==> config.mk <==
export PLATFORM = sky130hd
export DESIGN_NAME = url_percent_decoder
export DESIGN_NICKNAME = d
export VERILOG_FILES = /design/src/rtl/upd_pkg.sv /design/src/rtl/upd_front.sv /design/src/rtl/upd_fifo.sv /design/src/rtl/upd_back.sv /design/src/rtl/url_percent_decoder.sv
export SDC_FILE = /design/constraint.sdc
export NUM_CORES = 1
export LEC_CHECK = 0
export CAP_MARGIN = 20
export CORE_ASPECT_RATIO = 1.75
export CORE_MARGIN = 2
export CORE_UTILIZATION = 35
export DETAILED_ROUTE_END_ITERATION = 8
export DONT_BUFFER_PORTS = 1
export GPL_TIMING_DRIVEN = 0
export PLACE_DENSITY = 0.58
export SETUP_SLACK_MARGIN = 0.15
export SYNTH_ARGS = -nofsm -noshare
export SYNTH_HDL_FRONTEND = slang
export SYNTH_HIERARCHICAL = 1
export SYNTH_SLANG_ARGS = --single-unit
==> constraint.sdc <==
create_clock -name clk -period 6.89 [get_ports clk]
set_input_delay 0.3445 -clock clk [delete_from_list [all_inputs] [get_ports clk]]
set_output_delay 0.3445 -clock clk [all_outputs]
set_load 0.02 [all_outputs]
==> src/rtl/upd_pkg.sv <==
package upd_pkg;

    localparam logic [7:0] CH_PERCENT = 8'h25;
    localparam logic [7:0] CH_PLUS    = 8'h2B;
    localparam logic [7:0] CH_SPACE   = 8'h20;

    typedef enum logic [1:0] {
        PH_NONE    = 2'd0,
        PH_PERCENT = 2'd1,
        PH_DIGIT   = 2'd2
    } phase_t;

    typedef struct packed {
        logic [2:0][7:0] bytes;
        logic [1:0]      count;
        logic            last;
    } upd_entry_t;

    function automatic logic is_hex(input logic [7:0] c);
        return c inside {[8'h30:8'h39], [8'h41:8'h46], [8'h61:8'h66]};
    endfunction

    function automatic logic [3:0] hex_val(input logic [7:0] c);
        logic [3:0] v;
        v = 4'd0;
        if (c inside {[8'h30:8'h39]}) begin
            v = 4'(c - 8'h30);
        end else if (c inside {[8'h61:8'h66]}) begin
            v = 4'(c - 8'h57);
        end else if (c inside {[8'h41:8'h46]}) begin
            v = 4'(c - 8'h37);
        end
        return v;
    endfunction

endpackage

==> src/rtl/upd_front.sv <==
module upd_front
    import upd_pkg::*;
(
    input  logic       clk,
    input  logic       rst_n,
    input  logic       in_valid,
    output logic       in_ready,
    input  logic [7:0] in_char,
    input  logic       in_last,
    input  logic       q_full,
    output logic       q_push,
    output upd_entry_t q_entry
);

    phase_t     phase_reg;
    phase_t     phase_next;
    logic [7:0] held_reg;
    logic [7:0] held_next;
    logic [7:0] buf_b [4];
    logic [1:0] n;
    logic       do_plain;

    assign in_ready = !q_full;
    assign q_push   = in_valid && in_ready;

    always_comb
    begin
        buf_b      = '{default: 8'h00};
        n          = 2'd0;
        phase_next = phase_reg;
        held_next  = held_reg;
        do_plain   = 1'b0;
        case (phase_reg)
            PH_PERCENT:
            begin
                if (is_hex(in_char))
                begin
                    held_next  = in_char;
                    phase_next = PH_DIGIT;
                end
                else
                begin
                    buf_b[n]   = CH_PERCENT;
                    n          = n + 2'd1;
                    phase_next = PH_NONE;
                    do_plain   = 1'b1;
                end
            end
            PH_DIGIT:
            begin
                if (is_hex(in_char))
                begin
                    buf_b[n]   = {hex_val(held_reg), hex_val(in_char)};
                    n          = n + 2'd1;
                    phase_next = PH_NONE;
                    held_next  = 8'h00;
                end
                else
                begin
                    buf_b[n]   = CH_PERCENT;
                    n          = n + 2'd1;
                    buf_b[n]   = held_reg;
                    n          = n + 2'd1;
                    phase_next = PH_NONE;
                    held_next  = 8'h00;
                    do_plain   = 1'b1;
                end
            end
            default:
            begin
                phase_next = PH_NONE;
                do_plain   = 1'b1;
            end
        endcase

        if (do_plain)
        begin
            if (in_char == CH_PERCENT)
            begin
                phase_next = PH_PERCENT;
            end
            else
            begin
                buf_b[n] = (in_char == CH_PLUS) ? CH_SPACE : in_char;
                n        = n + 2'd1;
            end
        end

        // flush whatever is pending at the string end
        if (in_last)
        begin
            if (phase_next == PH_PERCENT)
            begin
                buf_b[n] = CH_PERCENT;
                n        = n + 2'd1;
            end
            else if (phase_next == PH_DIGIT)
            begin
                buf_b[n] = CH_PERCENT;
                n        = n + 2'd1;
                buf_b[n] = held_next;
                n        = n + 2'd1;
            end
            phase_next = PH_NONE;
            held_next  = 8'h00;
        end

        q_entry.bytes[0] = buf_b[0];
        q_entry.bytes[1] = buf_b[1];
        q_entry.bytes[2] = buf_b[2];
        q_entry.count    = n;
        q_entry.last     = in_last;
    end

    always_ff @(posedge clk or negedge rst_n)
    begin
        if (!rst_n)
        begin
            phase_reg <= PH_NONE;
            held_reg  <= 8'h00;
        end
        else if (q_push)
        begin
            phase_reg <= phase_next;
            held_reg  <= held_next;
        end
    end

endmodule

==> src/rtl/upd_fifo.sv <==
module upd_fifo
    import upd_pkg::*;
#(
    parameter int DEPTH = 4
)
(
    input  logic       clk,
    input  logic       rst_n,
    input  logic       push,
    input  upd_entry_t push_entry,
    output logic       full,
    input  logic       pop,
    output logic       head_valid,
    output upd_entry_t head
);

    localparam int PTR_W = $clog2(DEPTH);
    localparam int CNT_W = $clog2(DEPTH + 1);

    upd_entry_t       mem_reg [DEPTH];
    logic [PTR_W-1:0] wr_ptr_reg;
    logic [PTR_W-1:0] rd_ptr_reg;
    logic [CNT_W-1:0] count_reg;
    logic [CNT_W-1:0] count_next;

    assign full       = (count_reg == CNT_W'(DEPTH));
    assign head_valid = (count_reg != '0);
    assign head       = mem_reg[rd_ptr_reg];

    always_comb
    begin
        count_next = count_reg;
        if (push && !pop)
        begin
            count_next = count_reg + CNT_W'(1);
        end
        else if (pop && !push)
        begin
            count_next = count_reg - CNT_W'(1);
        end
    end

    always_ff @(posedge clk)
    begin
        if (push)
        begin
            mem_reg[wr_ptr_reg] <= push_entry;
        end
    end

    always_ff @(posedge clk or negedge rst_n)
    begin
        if (!rst_n)
        begin
            wr_ptr_reg <= '0;
            rd_ptr_reg <= '0;
            count_reg  <= '0;
        end
        else
        begin
            if (push)
            begin
                wr_ptr_reg <= (wr_ptr_reg == PTR_W'(DEPTH - 1)) ? '0 : wr_ptr_reg + PTR_W'(1);
            end
            if (pop)
            begin
                rd_ptr_reg <= (rd_ptr_reg == PTR_W'(DEPTH - 1)) ? '0 : rd_ptr_reg + PTR_W'(1);
            end
            count_reg <= count_next;
        end
    end

    a_no_overrun: assert property (@(posedge clk) disable iff (!rst_n)
        (full |-> (!push || pop)) and (!head_valid |-> !pop))
        else $error("queue pushed while full or popped while empty");

endmodule

==> src/rtl/upd_back.sv <==
module upd_back
    import upd_pkg::*;
(
    input  logic        clk,
    input  logic        rst_n,
    input  logic        cfg_we,
    input  logic [15:0] cfg_data,
    input  logic        head_valid,
    input  upd_entry_t  head,
    output logic        pop,
    output logic        out_valid,
    input  logic        out_ready,
    output logic [7:0]  out_byte,
    output logic        overflow,
    output logic        run_end,
    output logic        string_end
);

    logic [15:0] max_reg;
    logic [15:0] count_reg;
    logic [15:0] count_next;
    logic        failed_reg;
    logic        failed_next;
    logic [1:0]  idx_reg;
    logic [1:0]  idx_next;
    logic        out_valid_reg;
    logic [7:0]  out_byte_reg;
    logic        overflow_reg;
    logic        run_end_reg;
    logic        string_end_reg;
    logic        adv;
    logic        load;
    logic [7:0]  ld_byte;
    logic        ld_ovf;
    logic        ld_run_end;
    logic        ld_string_end;
    logic [7:0]  cur_byte;
    logic        is_final;

    assign adv = !out_valid_reg || out_ready;

    always_comb
    begin
        case (idx_reg)
            2'd0:    cur_byte = head.bytes[0];
            2'd1:    cur_byte = head.bytes[1];
            default: cur_byte = head.bytes[2];
        endcase
    end

    assign is_final = (idx_reg == head.count - 2'd1);

    always_comb
    begin
        pop           = 1'b0;
        load          = 1'b0;
        ld_byte       = 8'h00;
        ld_ovf        = 1'b0;
        ld_run_end    = 1'b0;
        ld_string_end = 1'b0;
        count_next    = count_reg;
        failed_next   = failed_reg;
        idx_next      = idx_reg;
        if (head_valid)
        begin
            if (failed_reg || head.count == 2'd0)
            begin
                // drop: nothing to emit
                pop      = 1'b1;
                idx_next = 2'd0;
                if (head.last)
                begin
                    count_next  = 16'd0;
                    failed_next = 1'b0;
                end
            end
            else if (adv)
            begin
                load = 1'b1;
                if (count_reg >= max_reg)
                begin
                    ld_ovf        = 1'b1;
                    ld_run_end    = 1'b1;
                    ld_string_end = head.last;
                    pop           = 1'b1;
                    idx_next      = 2'd0;
                    failed_next   = !head.last;
                    if (head.last)
                    begin
                        count_next = 16'd0;
                    end
                end
                else
                begin
                    ld_byte       = cur_byte;
                    ld_run_end    = is_final;
                    ld_string_end = is_final && head.last;
                    count_next    = count_reg + 16'd1;
                    if (is_final)
                    begin
                        pop      = 1'b1;
                        idx_next = 2'd0;
                        if (head.last)
                        begin
                            count_next = 16'd0;
                        end
                    end
                    else
                    begin
                        idx_next = idx_reg + 2'd1;
                    end
                end
            end
        end
    end

    always_ff @(posedge clk or negedge rst_n)
    begin
        if (!rst_n)
        begin
            max_reg       <= 16'hFFFF;
            count_reg     <= 16'd0;
            failed_reg    <= 1'b0;
            idx_reg       <= 2'd0;
            out_valid_reg <= 1'b0;
        end
        else
        begin
            if (cfg_we)
            begin
                max_reg <= cfg_data;
            end
            count_reg  <= count_next;
            failed_reg <= failed_next;
            idx_reg    <= idx_next;
            if (load)
            begin
                out_valid_reg <= 1'b1;
            end
            else if (out_ready)
            begin
                out_valid_reg <= 1'b0;
            end
        end
    end

    always_ff @(posedge clk)
    begin
        if (load)
        begin
            out_byte_reg   <= ld_byte;
            overflow_reg   <= ld_ovf;
            run_end_reg    <= ld_run_end;
            string_end_reg <= ld_string_end;
        end
    end

    assign out_valid  = out_valid_reg;
    assign out_byte   = out_byte_reg;
    assign overflow   = overflow_reg;
    assign run_end    = run_end_reg;
    assign string_end = string_end_reg;

    a_ovf_zero: assert property (@(posedge clk) disable iff (!rst_n)
        out_valid_reg && overflow_reg |-> out_byte_reg == 8'h00 && run_end_reg)
        else $error("overflow beat carries data or lacks run end");

    a_end_order: assert property (@(posedge clk) disable iff (!rst_n)
        out_valid_reg && string_end_reg |-> run_end_reg)
        else $error("string end without run end");

    a_idx_range: assert property (@(posedge clk) disable iff (!rst_n)
        head_valid && !failed_reg && head.count != 2'd0 |-> idx_reg < head.count)
        else $error("byte index past entry count");

    a_fail_quiet: assert property (@(posedge clk) disable iff (!rst_n)
        failed_reg |-> !load)
        else $error("beat emitted after overflow");

endmodule

==> src/rtl/url_percent_decoder.sv <==
// channel  signals                                       direction
// input    in_valid, in_ready, in_char, in_last          beat in
// output   out_valid, out_ready, out_byte, overflow,
//          run_end, string_end                           beat out
// config   cfg_we, cfg_data (max_output_chars)           write only
//
// The front accepts one character per cycle while the queue has room.
// The back emits one decoded byte per cycle from a registered output while the output is not stalled;
// an item that decodes to 2 or 3 bytes holds the back until its last byte is loaded.
// Items with nothing to emit, and items after an overflow, are popped without waiting for the output.
// Reset clears escape state, counters and the queue; the limit resets to 65535.
// A stalled output holds the back; the queue then fills and drops in_ready.
module url_percent_decoder
    import upd_pkg::*;
#(
    parameter int QUEUE_DEPTH = 4
)
(
    input  logic        clk,
    input  logic        rst_n,
    input  logic        cfg_we,
    input  logic [15:0] cfg_data,
    input  logic        in_valid,
    output logic        in_ready,
    input  logic [7:0]  in_char,
    input  logic        in_last,
    output logic        out_valid,
    input  logic        out_ready,
    output logic [7:0]  out_byte,
    output logic        overflow,
    output logic        run_end,
    output logic        string_end
);

    logic       q_full;
    logic       q_push;
    upd_entry_t q_entry;
    logic       q_pop;
    logic       q_head_valid;
    upd_entry_t q_head;

    upd_front u_front (
        .clk      (clk),
        .rst_n    (rst_n),
        .in_valid (in_valid),
        .in_ready (in_ready),
        .in_char  (in_char),
        .in_last  (in_last),
        .q_full   (q_full),
        .q_push   (q_push),
        .q_entry  (q_entry)
    );

    upd_fifo #(
        .DEPTH (QUEUE_DEPTH)
    ) u_fifo (
        .clk        (clk),
        .rst_n      (rst_n),
        .push       (q_push),
        .push_entry (q_entry),
        .full       (q_full),
        .pop        (q_pop),
        .head_valid (q_head_valid),
        .head       (q_head)
    );

    upd_back u_back (
        .clk        (clk),
        .rst_n      (rst_n),
        .cfg_we     (cfg_we),
        .cfg_data   (cfg_data),
        .head_valid (q_head_valid),
        .head       (q_head),
        .pop        (q_pop),
        .out_valid  (out_valid),
        .out_ready  (out_ready),
        .out_byte   (out_byte),
        .overflow   (overflow),
        .run_end    (run_end),
        .string_end (string_end)
    );

endmodule

Word level (Yosys, flattened, before mapping)
Memories as Yosys holds them, arrays and structs flattened. Cells that the tools add are included.

Flip-flop bits (word level): 64. Latch bits: 0. RAM bits: 108. Bits in read-only memories: 0. Input port bits: 30. Output and inout port bits: 13. Logic and storage cells: 180. Memories kept: 1.

Memories: u_fifo.mem_reg (depth 4, width 27, rd ports 1, clocked after memory_dff 0, write ports 1, RTL line upd_fifo.sv:20) `upd_entry_t mem_reg [DEPTH];`.

$add $sub $neg: 16. Multipliers: 0. Divide/modulo/power cells: 0. Magnitude comparators: 19. Equality and inequality tests: 12. Shift-type cells: 0. Multiplexer cells: 77. Bitwise logic cells: 8. Reduce and logical (&&, ||, !) cells: 33.

Operators with widths (number): 2-to-1 mux 32 bit (5); 2-to-1 mux 16 bit (6); 2-to-1 mux 8 bit (9); bitwise mux 32 bit (2); demux 8 bit (select 2 bit) (3); case mux 8 bit (2 select lines) (3); 2-to-1 mux 2 bit (17); greater-or-equal comparator 8 x 7 -> 1 bit, second input constant (4); less-or-equal comparator 8 x 7 -> 1 bit, second input constant (4); 2-to-1 mux 4 bit (6); 2-to-1 mux 1 bit (22); AND 20 bit (1); NOT 20 bit (1); adder 16 x 1 -> 16 bit, second input constant (1); == test 8 x 6 -> 1 bit, second input constant (2); greater-or-equal comparator 16 bit (1); greater-or-equal comparator 8 x 6 -> 1 bit, second input constant (2); less-or-equal comparator 8 x 6 -> 1 bit, second input constant (2); subtractor 4 x 3 -> 4 bit, second input constant (4); logical AND 1 bit (13); adder 2 x 1 -> 2 bit, second input constant (6); OR 12 bit (1); greater-or-equal comparator 3 bit, second input constant (3); less-than comparator 3 x 1 -> 1 bit, second input constant (3); 24 further kinds (44).

Longest topological paths before layout
Depth in word-level cells: 19. Mapped depth: 16.

Cells and area by module
Netlist, hierarchy kept.

Modules (own cells, without submodules): upd_fifo (instances 1, cells each 178, area each 4321.6 µm²); upd_back (instances 1, cells each 282, area each 2708.8 µm²); upd_front (instances 1, cells each 246, area each 1970.6 µm²).

Worst setup path after synthesis
OpenSTA, ideal clock, no wires.

Path kind: input -> register. Start: input in_char[1]. End: memory u_fifo/mem_reg[0][3] (netlist name), data pin. Arrival time: 3.370 ns. Required time: 6.619 ns. Setup slack: 3.249 ns. Stages: 16. Path through: inv_1 -> ha_1 -> or3b_4 -> and3_1 -> buf_6 -> buf_12 -> nor3_2 -> a21oi_1 -> ha_1 -> a31oi_1 -> inv_1 -> ha_1 -> nand2_1 -> a2bb2oi_1 -> a21oi_2 -> o32a_1.

RTL lines: start: declaration (RTL line url_percent_decoder.sv:25) `input logic [7:0] in_char,`; end: declaration (RTL line upd_fifo.sv:20).

==> impl_results.md <==
- DR pass1 iterations: 5
- Fin Setup TNS: 0 ns
- Slew Limit Fails: 0
- Total grt overflow: 0
- Sink Count: 172
- Diode count: 0
- Netlist cell types: 85
- Routed Antenna Nets: 0
- Hold Startpoint: cfg_data[5]
- Hold Crit Endpoint: u_back/max_reg[5]
- First-pass GRT wire length: roughly 36000 um
- CTS root buf: clkbuf_16
- WHS: between 0.04 and 0.05 ns
- Top achievable clock speed: 208 MHz
- Num CTS Buffers: 17
- DR iter-0 viols: 579
- Drc violations: 0
- H-tree depth: 4
- CP required: 7.04 ns
- Seq cells post-synth: 172
- HPWL Detailed: 17100 um
- Drt wl/cell: 21.9 um
- Final min period: 4.80 ns
- Max-slew headroom: between 30% and 40%
- Rows: 77
- Initial antenna violation count: 0
- Synth-to-layout area growth: 11.6%
- Post-Synthesis Cells: 706
- Worst Tran Pin Value: 1.01 ns
- Non-filler instance count after layout: 1056
- Syn_area_per_cell: 12.7 um2
- Synth Cell Area: 0.00900 mm2
- PortBufs: 0
- Final period util: ~70%
- Setup crit end kind: register
- Gates resized, CTS repair: 0
- GPL Wtd Cong: 0.951
- EDFF count, synth: between 100 and 150
- Die Area: between 0.02 and 0.03 mm2
- Critical path class: reg2reg
- Min-Delay Path Depth: 2
- Max reg flops: 108
- P_leak: 3.72 nW
- HP Class: in2reg
- R2R Setup Slk: 2.09 ns
- Sequential share of the synthesized area: 54.7%
- Crit path DAT: 4.95 ns
- Clock Path Buffers: 2
- Share of cells above drive strength 1: 15.9%
- Clk pin slew, worst setup/hold paths: 0.07 ns
- GRT Total Usage: between 10% and 20%
- Core ar.: 0.0252 mm2
- Final Routed Wirelength: 23200 um
- Pin count of the biggest net entering global routing: 54
- Worst VDD drop: 173 uV
- Syn Nets: 781
- CP Max Fanout: 9
- Die Width: 125 um
- Reg2reg start: u_front/phase_reg[1]
- Critical path launch point type: register
- Initial Util: 35.7%
- Max layer used: met4
- Most used DFF post-synth: edfxtp_1
- Setup Skew: 0.00828 ns
- Pwr/cell area: 372 mW/mm2
- Met3 wire length: 951 um
- Setup-failing EPs final: 0
- RR Endpoint: u_fifo/mem_reg[2][6]
- Met1 WL: ~8400 um
- Status: finished, final reports clean
- Filler instances: 2393
- Async set-reset flop share out of synthesis: just over 30%
- Final #Nets: 802
- Drt via density: 5.73
- Multi-input logic area: 0.00371 mm2
- Ports: 43
- Reg area: 0.00492 mm2
- Post-Place Cells: 1022
- Vias in the first global route: 6250
- CTS tree: built
- Die Span Y: 216 um
- Reg2reg path depth: 14
- Maxcap violations: 0
- RSZ-0062 raised after global routing: no
- Met2 WL: 12500 um
- Final Hold Fails: 0
- Ys Warns: 6
- Worst-skew pair later-pin latency: 0.42 ns
- Vias: 6054
==> synth_stat cells (12+ instances only) <==
master	count	area [um2]
ha_1	44	551
a21oi_1	35	175
a22oi_1	18	135
nand3_1	18	90.1
mux4_2	26	586
inv_1	44	165
o21ai_0	32	160
edfxtp_1	119	3570
nor2_1	26	97.6
nand4_1	12	75.1
nand2_1	61	229
dfrtp_1	37	926
dfstp_2	16	420
==> stage by stage <==
stage	instance area [um2]	power, W	setup WS [ns]	utilization, %
4_1_cts	10000	0.00378	2.20	39.8
3_3_place_gp	9400	0.00278	2.22	37.2
3_5_place_dp	9400	0.00280	2.24	37.2
5_1_grt	10000	0.00396	1.83	39.8
6_report	10000	0.00373	2.09	39.8
2_1_floorplan	9000	0.00245	3.25	-
==> report_power, final <==
group / internal [W] / switching, W / total, W / leakage [nW]
sequential: 0.00138 / 0.000179 / 0.00156 / 1.75
combinational: 0.000515 / 0.000694 / 0.00121 / 1.66
clock: 0.000548 / 0.000413 / 0.000962 / 0.302
total: 0.00245 / 0.00129 / 0.00373 / 3.72
==> cells in the final DEF (no fill, tap or decap), types with 7 or more instances in the layout <==
cell type	n
nand3_1	18
clkbuf_1	12
a22oi_1	18
nor3b_1	8
edfxtp_1	119
ha_1	44
nor2_1	26
inv_1	44
nand2_1	61
a21oi_1	35
a21o_1	9
dfrtp_1	37
nor3_1	7
nand4_1	12
and3_1	7
o22ai_1	8
dfstp_2	16
mux4_2	26
clkbuf_16	20
o21ai_0	32
and2_1	7
a22o_1	8
==> metal layers <==
layer	global-route usage, %	vias to the layer above
met5	0	-
met4	10.6	0
met3	2.57	70
met2	32.2	199
met1	18.4	3016
li1	-	2769
==> how the worst max path moves through the flow <==
stage	endpoint	from	cells past startpoint	slack, ns
2_1_floorplan	u_fifo/mem_reg[0][3]	in_char[1]	16	3.25
3_3_place_gp	u_fifo/mem_reg[2][6]	in_char[1]	14	2.22
3_5_place_dp	u_fifo/mem_reg[2][6]	u_front/phase_reg[1]	14	2.24
4_1_cts	u_fifo/mem_reg[2][6]	u_front/phase_reg[1]	14	2.20
5_1_grt	u_fifo/mem_reg[2][6]	u_front/phase_reg[1]	14	1.83
6_report	u_fifo/mem_reg[2][6]	u_front/phase_reg[1]	14	2.09
==> area by class of cell <==
class                   instances  area share [%]
inverters                      46            1.72
multi-input cells             458            36.9
clock buffers                  22            5.16
well taps                     316            3.94
plain buffers                  30            2.07
clock inverters                10           0.884
repair buffers                  2           0.374
flip-flops and latches        172            49.0
==> timing repair <==
action / 4_1_cts / 5_1_grt
hold buffers: 2 / 0
setup endpoints to repair: 0 / 0
buffers inserted: 0 / 0
hold endpoints to repair: 53 / 0
==> cells by family (layout without fill, tap and decap cells) <==
family | after synthesis | in the layout | synth area share, %
AOI/OAI and AO/OA | 185 | 185 | 15.0
and+or+nand+nor | 185 | 185 | 11.3
DFF | 172 | 172 | 54.7
buffers and inverters | 76 | 110 | 4.23
adders and majority gates | 45 | 45 | 6.34
muxes | 35 | 35 | 7.77
xor gates and xnor gates | 8 | 8 | 0.778
==> critical path: stages (launching register included) <==
cell and delay (ns):
dfrtp_1 0.39, inv_1 0.10, ha_1 0.16, clkbuf_1 0.37, clkinv_1 0.43, nor3_2 0.31
a21oi_1 0.18, ha_1 0.37, a31oi_1 0.40, inv_1 0.14, ha_1 0.24, nand2_1 0.07
a2bb2oi_1 0.55, a21oi_2 0.22, o32ai_1 0.59
Power figures use the tool's default switching activity.
